File: src/hdl/bsce_pkg.sv
// ----------------------------------------------------------------------------
// bsce_pkg - shared definitions for the B-spline curve point evaluator
// Field widths, codes, the controller/datapath command and status structs,
// and the signed 32-bit saturation helper.
// ----------------------------------------------------------------------------
package bsce_pkg;

	localparam int KNOT_W     = 17;
	localparam int COORD_W    = 32;
	localparam int BASIS_W    = 32;
	localparam int MODE_W     = 2;
	localparam int INDEX_W    = 6;
	localparam int SPAN_W     = 6;
	localparam int STATUS_W   = 2;
	localparam int DEG_W      = 2;
	localparam int LAST_W     = 5;
	localparam int CFG_IDX_W  = 1;
	localparam int CFG_DATA_W = 5;
	localparam int CNT_W      = 3;
	localparam int CRD_W      = 2;
	localparam int S_TDATA_W  = 120;
	localparam int M_TDATA_W  = 104;

	localparam int DEF_MAX_DEGREE = 3;
	localparam int DEF_MAX_CTRL   = 32;
	localparam int DEF_FRAC_BITS  = 16;

	localparam logic [MODE_W-1:0] MODE_KNOT = 2'd0;
	localparam logic [MODE_W-1:0] MODE_CTRL = 2'd1;
	localparam logic [MODE_W-1:0] MODE_EVAL = 2'd2;

	localparam logic [STATUS_W-1:0] ST_OK   = 2'd0;
	localparam logic [STATUS_W-1:0] ST_ZERO = 2'd1;
	localparam logic [STATUS_W-1:0] ST_SAT  = 2'd2;

	localparam logic [CFG_IDX_W-1:0] REG_DEGREE = 1'b0;
	localparam logic [CFG_IDX_W-1:0] REG_LAST   = 1'b1;

	localparam logic [DEG_W-1:0]  RST_DEGREE = 2'd3;
	localparam logic [LAST_W-1:0] RST_LAST   = 5'd3;

	localparam logic [CRD_W-1:0] CRD_LAST = 2'd2;

	typedef enum logic [4:0] {
		OP_NOP, OP_WR_KNOT, OP_WR_CTRL, OP_LOAD,
		OP_RD_END, OP_CK_END, OP_RD_MID, OP_CK_MID,
		OP_RD_LEFT, OP_SET_LEFT, OP_RD_RIGHT, OP_SET_RIGHT,
		OP_DEN, OP_MUL_A, OP_MUL_B, OP_DIV_START, OP_SAVE_A, OP_UPD, OP_ENDJ,
		OP_RD_CTRL, OP_MUL_P, OP_ACC, OP_FIN
	} dp_op_t;

	typedef struct packed {
		dp_op_t           op;
		logic [CNT_W-1:0] j;
		logic [CNT_W-1:0] r;
		logic [CNT_W-1:0] t;
		logic [CRD_W-1:0] c;
	} cmd_t;

	typedef struct packed {
		logic [CNT_W-1:0] p;
		logic             end_hit;
		logic             srch_done;
		logic             den_zero;
		logic             div_done;
		logic             out_free;
	} sts_t;

	typedef struct packed {
		logic               hit;
		logic signed [31:0] val;
	} sat_t;

	localparam logic signed [63:0] SAT_MAX = 64'sd2147483647;
	localparam logic signed [63:0] SAT_MIN = -64'sd2147483648;

	function automatic sat_t sat32(input logic signed [63:0] v);
		sat_t s;
		if (v > SAT_MAX) begin
			s.hit = 1'b1;
			s.val = 32'sh7fffffff;
		end else if (v < SAT_MIN) begin
			s.hit = 1'b1;
			s.val = 32'sh80000000;
		end else begin
			s.hit = 1'b0;
			s.val = 32'(v);
		end
		return s;
	endfunction

endpackage

File: src/hdl/bsce_ctrl.sv
// ----------------------------------------------------------------------------
// bsce_ctrl - sequencer for the B-spline curve point evaluator
// One-hot state machine that walks the span search, the knot difference
// fetch, the triangular recurrence and the weighted sum.
// ----------------------------------------------------------------------------
module bsce_ctrl import bsce_pkg::*; (
	input  logic              clk,
	input  logic              arst_n,
	input  logic              req_valid,
	input  logic [MODE_W-1:0] req_mode,
	output logic              req_ready,
	input  sts_t              st,
	output cmd_t              cmd
);

	typedef enum logic [21:0] {
		S_IDLE    = 22'h000001,
		S_END_RD  = 22'h000002,
		S_END_CK  = 22'h000004,
		S_SRCH_RD = 22'h000008,
		S_SRCH_CK = 22'h000010,
		S_LR_RDL  = 22'h000020,
		S_LR_CKL  = 22'h000040,
		S_LR_RDR  = 22'h000080,
		S_LR_CKR  = 22'h000100,
		S_REC_DEN = 22'h000200,
		S_REC_MA  = 22'h000400,
		S_REC_DSA = 22'h000800,
		S_REC_DWA = 22'h001000,
		S_REC_MB  = 22'h002000,
		S_REC_DSB = 22'h004000,
		S_REC_DWB = 22'h008000,
		S_REC_UPD = 22'h010000,
		S_REC_ENDJ = 22'h020000,
		S_SUM_RD  = 22'h040000,
		S_SUM_MUL = 22'h080000,
		S_SUM_ACC = 22'h100000,
		S_FIN     = 22'h200000
	} state_t;

	state_t           state_q, state_d;
	logic [CNT_W-1:0] j_q, j_d, r_q, r_d, t_q, t_d;
	logic [CRD_W-1:0] c_q, c_d;
	dp_op_t           op;

	assign req_ready = (state_q == S_IDLE);
	assign cmd.op = op;
	assign cmd.j  = j_q;
	assign cmd.r  = r_q;
	assign cmd.t  = t_q;
	assign cmd.c  = c_q;

	always_comb begin
		state_d = state_q;
		j_d = j_q;
		r_d = r_q;
		t_d = t_q;
		c_d = c_q;
		op  = OP_NOP;
		case (state_q)
			S_IDLE: begin
				if (req_valid) begin
					case (req_mode)
						MODE_KNOT: op = OP_WR_KNOT;
						MODE_CTRL: op = OP_WR_CTRL;
						MODE_EVAL: begin
							op = OP_LOAD;
							state_d = S_END_RD;
						end
						default: op = OP_NOP;
					endcase
				end
			end
			S_END_RD: begin
				op = OP_RD_END;
				state_d = S_END_CK;
			end
			S_END_CK: begin
				op = OP_CK_END;
				if (st.end_hit) begin
					j_d = CNT_W'(1);
					state_d = S_LR_RDL;
				end else begin
					state_d = S_SRCH_RD;
				end
			end
			S_SRCH_RD: begin
				if (st.srch_done) begin
					j_d = CNT_W'(1);
					state_d = S_LR_RDL;
				end else begin
					op = OP_RD_MID;
					state_d = S_SRCH_CK;
				end
			end
			S_SRCH_CK: begin
				op = OP_CK_MID;
				state_d = S_SRCH_RD;
			end
			S_LR_RDL: begin
				op = OP_RD_LEFT;
				state_d = S_LR_CKL;
			end
			S_LR_CKL: begin
				op = OP_SET_LEFT;
				state_d = S_LR_RDR;
			end
			S_LR_RDR: begin
				op = OP_RD_RIGHT;
				state_d = S_LR_CKR;
			end
			S_LR_CKR: begin
				op = OP_SET_RIGHT;
				if (j_q == st.p) begin
					j_d = CNT_W'(1);
					r_d = '0;
					state_d = S_REC_DEN;
				end else begin
					j_d = j_q + CNT_W'(1);
					state_d = S_LR_RDL;
				end
			end
			S_REC_DEN: begin
				op = OP_DEN;
				if (st.den_zero) begin
					if (r_q + CNT_W'(1) == j_q) begin
						state_d = S_REC_ENDJ;
					end else begin
						r_d = r_q + CNT_W'(1);
					end
				end else begin
					state_d = S_REC_MA;
				end
			end
			S_REC_MA: begin
				op = OP_MUL_A;
				state_d = S_REC_DSA;
			end
			S_REC_DSA: begin
				op = OP_DIV_START;
				state_d = S_REC_DWA;
			end
			S_REC_DWA: begin
				if (st.div_done) begin
					op = OP_SAVE_A;
					state_d = S_REC_MB;
				end
			end
			S_REC_MB: begin
				op = OP_MUL_B;
				state_d = S_REC_DSB;
			end
			S_REC_DSB: begin
				op = OP_DIV_START;
				state_d = S_REC_DWB;
			end
			S_REC_DWB: begin
				if (st.div_done) state_d = S_REC_UPD;
			end
			S_REC_UPD: begin
				op = OP_UPD;
				if (r_q + CNT_W'(1) == j_q) begin
					state_d = S_REC_ENDJ;
				end else begin
					r_d = r_q + CNT_W'(1);
					state_d = S_REC_DEN;
				end
			end
			S_REC_ENDJ: begin
				op = OP_ENDJ;
				if (j_q == st.p) begin
					t_d = '0;
					c_d = '0;
					state_d = S_SUM_RD;
				end else begin
					j_d = j_q + CNT_W'(1);
					r_d = '0;
					state_d = S_REC_DEN;
				end
			end
			S_SUM_RD: begin
				op = OP_RD_CTRL;
				state_d = S_SUM_MUL;
			end
			S_SUM_MUL: begin
				op = OP_MUL_P;
				state_d = S_SUM_ACC;
			end
			S_SUM_ACC: begin
				op = OP_ACC;
				if (c_q == CRD_LAST) begin
					c_d = '0;
					if (t_q == st.p) begin
						state_d = S_FIN;
					end else begin
						t_d = t_q + CNT_W'(1);
						state_d = S_SUM_RD;
					end
				end else begin
					c_d = c_q + CRD_W'(1);
					state_d = S_SUM_MUL;
				end
			end
			S_FIN: begin
				if (st.out_free) begin
					op = OP_FIN;
					state_d = S_IDLE;
				end
			end
			default: state_d = S_IDLE;
		endcase
	end

	always_ff @(posedge clk or negedge arst_n) begin
		if (!arst_n) begin
			state_q <= S_IDLE;
			j_q <= '0;
			r_q <= '0;
			t_q <= '0;
			c_q <= '0;
		end else begin
			state_q <= state_d;
			j_q <= j_d;
			r_q <= r_d;
			t_q <= t_d;
			c_q <= c_d;
		end
	end

	// Every recurrence step lies inside the triangle: 0 <= r < j <= p.
	a_rec_bounds: assert property (@(posedge clk) disable iff (!arst_n)
		(state_q == S_REC_DEN) |-> (r_q < j_q && j_q <= st.p && j_q != '0))
		else $error("recurrence counters left the triangle");

endmodule

File: config.mk
export PLATFORM = sky130hd
export DESIGN_NAME = bsce_ctrl
export DESIGN_NICKNAME = d
export VERILOG_FILES = /design/src/hdl/bsce_pkg.sv /design/src/hdl/bsce_ctrl.sv
export SDC_FILE = /design/constraint.sdc
export NUM_CORES = 1
export LEC_CHECK = 0
export BUFFER_PORTS_ARGS = -buffer_cell sky130_fd_sc_hd__buf_4
export CAP_MARGIN = 20
export CELL_PAD_IN_SITES_DETAIL_PLACEMENT = 1
export CELL_PAD_IN_SITES_GLOBAL_PLACEMENT = 1
export CORE_UTILIZATION = 42
export CTS_CLUSTER_DIAMETER = 60
export DETAILED_ROUTE_END_ITERATION = 12
export PLACE_DENSITY = 0.76
export SLEW_MARGIN = 20
export SYNTH_ARGS = -nofsm -noshare
export SYNTH_HDL_FRONTEND = slang
export SYNTH_SLANG_ARGS = --single-unit
File: constraint.sdc
create_clock -name clk -period 4.9 [get_ports clk]
set_clock_uncertainty 0.2 [all_clocks]
set_input_delay 1.47 -clock clk [delete_from_list [all_inputs] [get_ports clk]]
set_output_delay 1.47 -clock clk [all_outputs]
set_load 0.05 [all_outputs]
==> results.sh <==
export IMPL_yosysTopAreaCellShare_pct=35.0
export IMPL_pre_cts_ws_ns=0.254
export IMPL_area_delta_synth_final_pct=17.5
export IMPL_detail_route_antenna_nets=0
export IMPL_setup_violations=0
export IMPL_antenna_cells=0
export IMPL_fin_crit_ns=4.78
export IMPL_ys_flop_type="dfrtp_1"
export IMPL_final_fill_count=607
export IMPL_grt_pass1_wl_um=10800
export IMPL_netlist_area_um2=2290
export IMPL_postSynthAreaPerCell_um2=8.78
export IMPL_cp_common_cell="or4_1"
export IMPL_layout_setup_ws_ns=0.124
export IMPL_place_area_um2=2570
export IMPL_dp_hpwl_um=5270
export IMPL_status="finished clean"
export IMPL_holdWs_ns=0.333
export IMPL_drv_cap=0
export IMPL_die_area_um2=5750
export IMPL_async_flop_share_pct=100
export IMPL_slew_headroom_pct=54.2
export IMPL_ios=30
export IMPL_dr_total_vias=2188
export IMPL_worstSetupStartpointType="register"
export IMPL_arrival_ns=3.11
export IMPL_path_cells="or4_1 > nor3_1 > nand2_1 > o31ai_1 > or4_1 > or4b_1 > buf_4"
export IMPL_drc=0
export IMPL_cts_buffer_depth=2
export IMPL_max_stage_delay_ns=0.66
export IMPL_synthTopCellsByArea="dfrtp_1 (35%), or4_1 (4.6%), nor3_1 (3.5%)"
export IMPL_p_comb_share_pct=39.7
export IMPL_worstSkewPairLatency_ns=0.29
export IMPL_yosys_register_bits=33
export IMPL_ys_warnings_count=0
export IMPL_crit_family="simple AND/OR/NAND/NOR gates"
export IMPL_powerDensity_nw_per_um2=369
export IMPL_multi_input_area_um2=1380
export IMPL_worstPathMaxFanout=8
export IMPL_whs_path_depth=1
export IMPL_fin_setup_tns_ns=0
export IMPL_dp_cells=353
export IMPL_max_freq_ghz=0.209
export IMPL_internal_power_mw=0.594
export IMPL_crit_cells=7
export IMPL_die_h_um=75.9
export IMPL_ys_types=56
export IMPL_slowest_stage="or4_1"
export IMPL_drt_total_wl_um=6670
export IMPL_die_w_um=75.9
export IMPL_cts_tree="built"
export IMPL_crit_type="register to primary output"
export IMPL_grt_start_max_net_pins=34
export IMPL_cts_clk_slew_worst_paths_ns=0.08
export IMPL_seqPwrFrac_pct=33.1
export IMPL_swShare_pct=40.1
export IMPL_final_max_slew_viol_count=0
export IMPL_drive_gt1_share_pct=19.6
export IMPL_synth_commonest_cells="dfrtp_1 (32), nand2_1 (21), nor2_1 (20)"
export IMPL_netSwitchingPower_mw=0.399
export IMPL_htreeDepth=2
export IMPL_clockPowerShare_pct=27.2
export IMPL_antenna_found_initial=0
export IMPL_grt_usage_pct=25.6
export IMPL_cp_end_kind="primary output"
export IMPL_synth_area_leader_cell="dfrtp_1"
export IMPL_core_rowCount=26
export IMPL_fin_nets=307
export IMPL_required_ns=3.23
export IMPL_postCtsHoldBufs=0
export IMPL_worst_pin_slew_ns=0.676
export IMPL_ir_worst_vdd_uv=192
export IMPL_wl_per_cell_um=18.5
export IMPL_place_gp_congestion=0.901
export IMPL_hold_viol=0
export IMPL_coreArea_um2=5170
export IMPL_cts_made_buffers=5
export IMPL_worstHoldPathType="register to register"
export IMPL_synth_seq_area_share_pct=36.1
export IMPL_grt_pass1_vias=2158
export IMPL_yosys_cell_count_top_type="dfrtp_1"
export IMPL_first_pass_iters=4
export IMPL_via_per_inst=6.06
export IMPL_portBuffers=29
export IMPL_power_mw=0.993
export IMPL_p_leak_nw=1.24
export IMPL_synthesis_nets=278
export IMPL_regArea_um2=827
export IMPL_rsz0062_at_grt="false"
export IMPL_post_cts_buffers=0
export IMPL_start_util_pct=44.3
export IMPL_fin_crit_sh_pct=97.5
export IMPL_finalNonFillerCells=361
export IMPL_utilization_pct=52.0
export IMPL_cp_buffers_inverters=1
export IMPL_clock_sinks=33
export IMPL_initialDrtViolationCount=137
export IMPL_grt_ovfl_total=0
export IMPL_synth_edf_count=0
export IMPL_clock_tree_root_cell="clkbuf_8"
export IMPL_syn_inst=261
export IMPL_reg2reg_depth=6
export IMPL_final_area_um2=2690
cell type report:
cell class | instances | share of cell area (%)
clock buffer | 7 | 3.21
clock inverter | 1 | 1.12
inverter | 10 | 1.39
multi-input combinational | 208 | 51.4
sequential | 33 | 30.7
tap | 70 | 3.25
timing repair buffer | 32 | 8.93
per-layer routing:
metal / wire length [um] / share of wire (%) / track usage [%] / up-vias
li1: - / - / - / 1046
met1: 3000 / 45 / 33.1 / 1062
met2: 3200 / 48 / 42.6 / 65
met3: 301 / 4.5 / 4.50 / 15
met4: 164 / 2.5 / 9.88 / 0
met5: 0 / 0 / 0 / -
logic make-up after synthesis:
family | after synthesis | share of synthesized area (%)
buffers and inverters | 20 | 3.82
multiplexers | 2 | 0.874
AND/OR/NAND/NOR | 148 | 40.4
XOR/XNOR | 15 | 5.73
AO/OA/AOI/OAI | 39 | 10.9
flip-flops | 33 | 36.1
adder cells (fa/ha/maj) | 4 | 2.18
flip-flops by register name, indices dropped and copies added (netlist names):
signal,cells
c_q,2
state_q,22
t_q,3
j_q,3
r_q,3
power groups by stage:
stage                     Clock, mW  Combinational [mW]  Sequential [mW]
after CTS                     0.276               0.396            0.329
after global placement            0               0.387            0.334
after floorplan                   0               0.281            0.331
final                         0.270               0.394            0.329
after global routing          0.287               0.426            0.334
after detailed placement          0               0.394            0.334
final timing paths:
check,from,end,slack (ns)
worst min-delay path,c_q[1]$_DFFE_PN0P_,c_q[0]$_DFFE_PN0P_,0.33
min in group asynchronous,arst_n,state_q[8]$_DFFE_PN0P_,0.92
worst max register to register,state_q[5]$_DFFE_PN0P_,r_q[2]$_DFFE_PN0P_,1.71
max in group asynchronous,arst_n,state_q[0]$_DFFE_PN1P_,3.24
worst min register to register,c_q[1]$_DFFE_PN0P_,c_q[0]$_DFFE_PN0P_,0.33
worst max-delay path,state_q[12]$_DFFE_PN0P_,cmd[12],0.12
what timing repair did:
action / CTS / global route
endpoints found under the hold margin: 0 / 0
gates resized for setup: 0 / 1
endpoints found under the setup margin: 0 / 4
layout by cell type, fill, tap and decap left out, drive strengths merged, types with 2 or more instances in the layout:
cell type   n
or4        17
nand3b      2
a31o        2
nand4b      3
mux2i       2
nor3b       5
a21oi       3
nor4       12
or4b        6
nand2      21
inv        10
nand2b      4
ha          4
or3         7
o31ai       4
nor3       16
o21ai      17
nor2       20
xnor2       9
nand3      10
nand4       5
clkbuf      7
nor4b      10
buf        32
xor2        6
and3        2
nor2b       2
o211ai      2
dfrtp      32
and2        3
No activity file was read; power rests on OpenSTA's default activity.
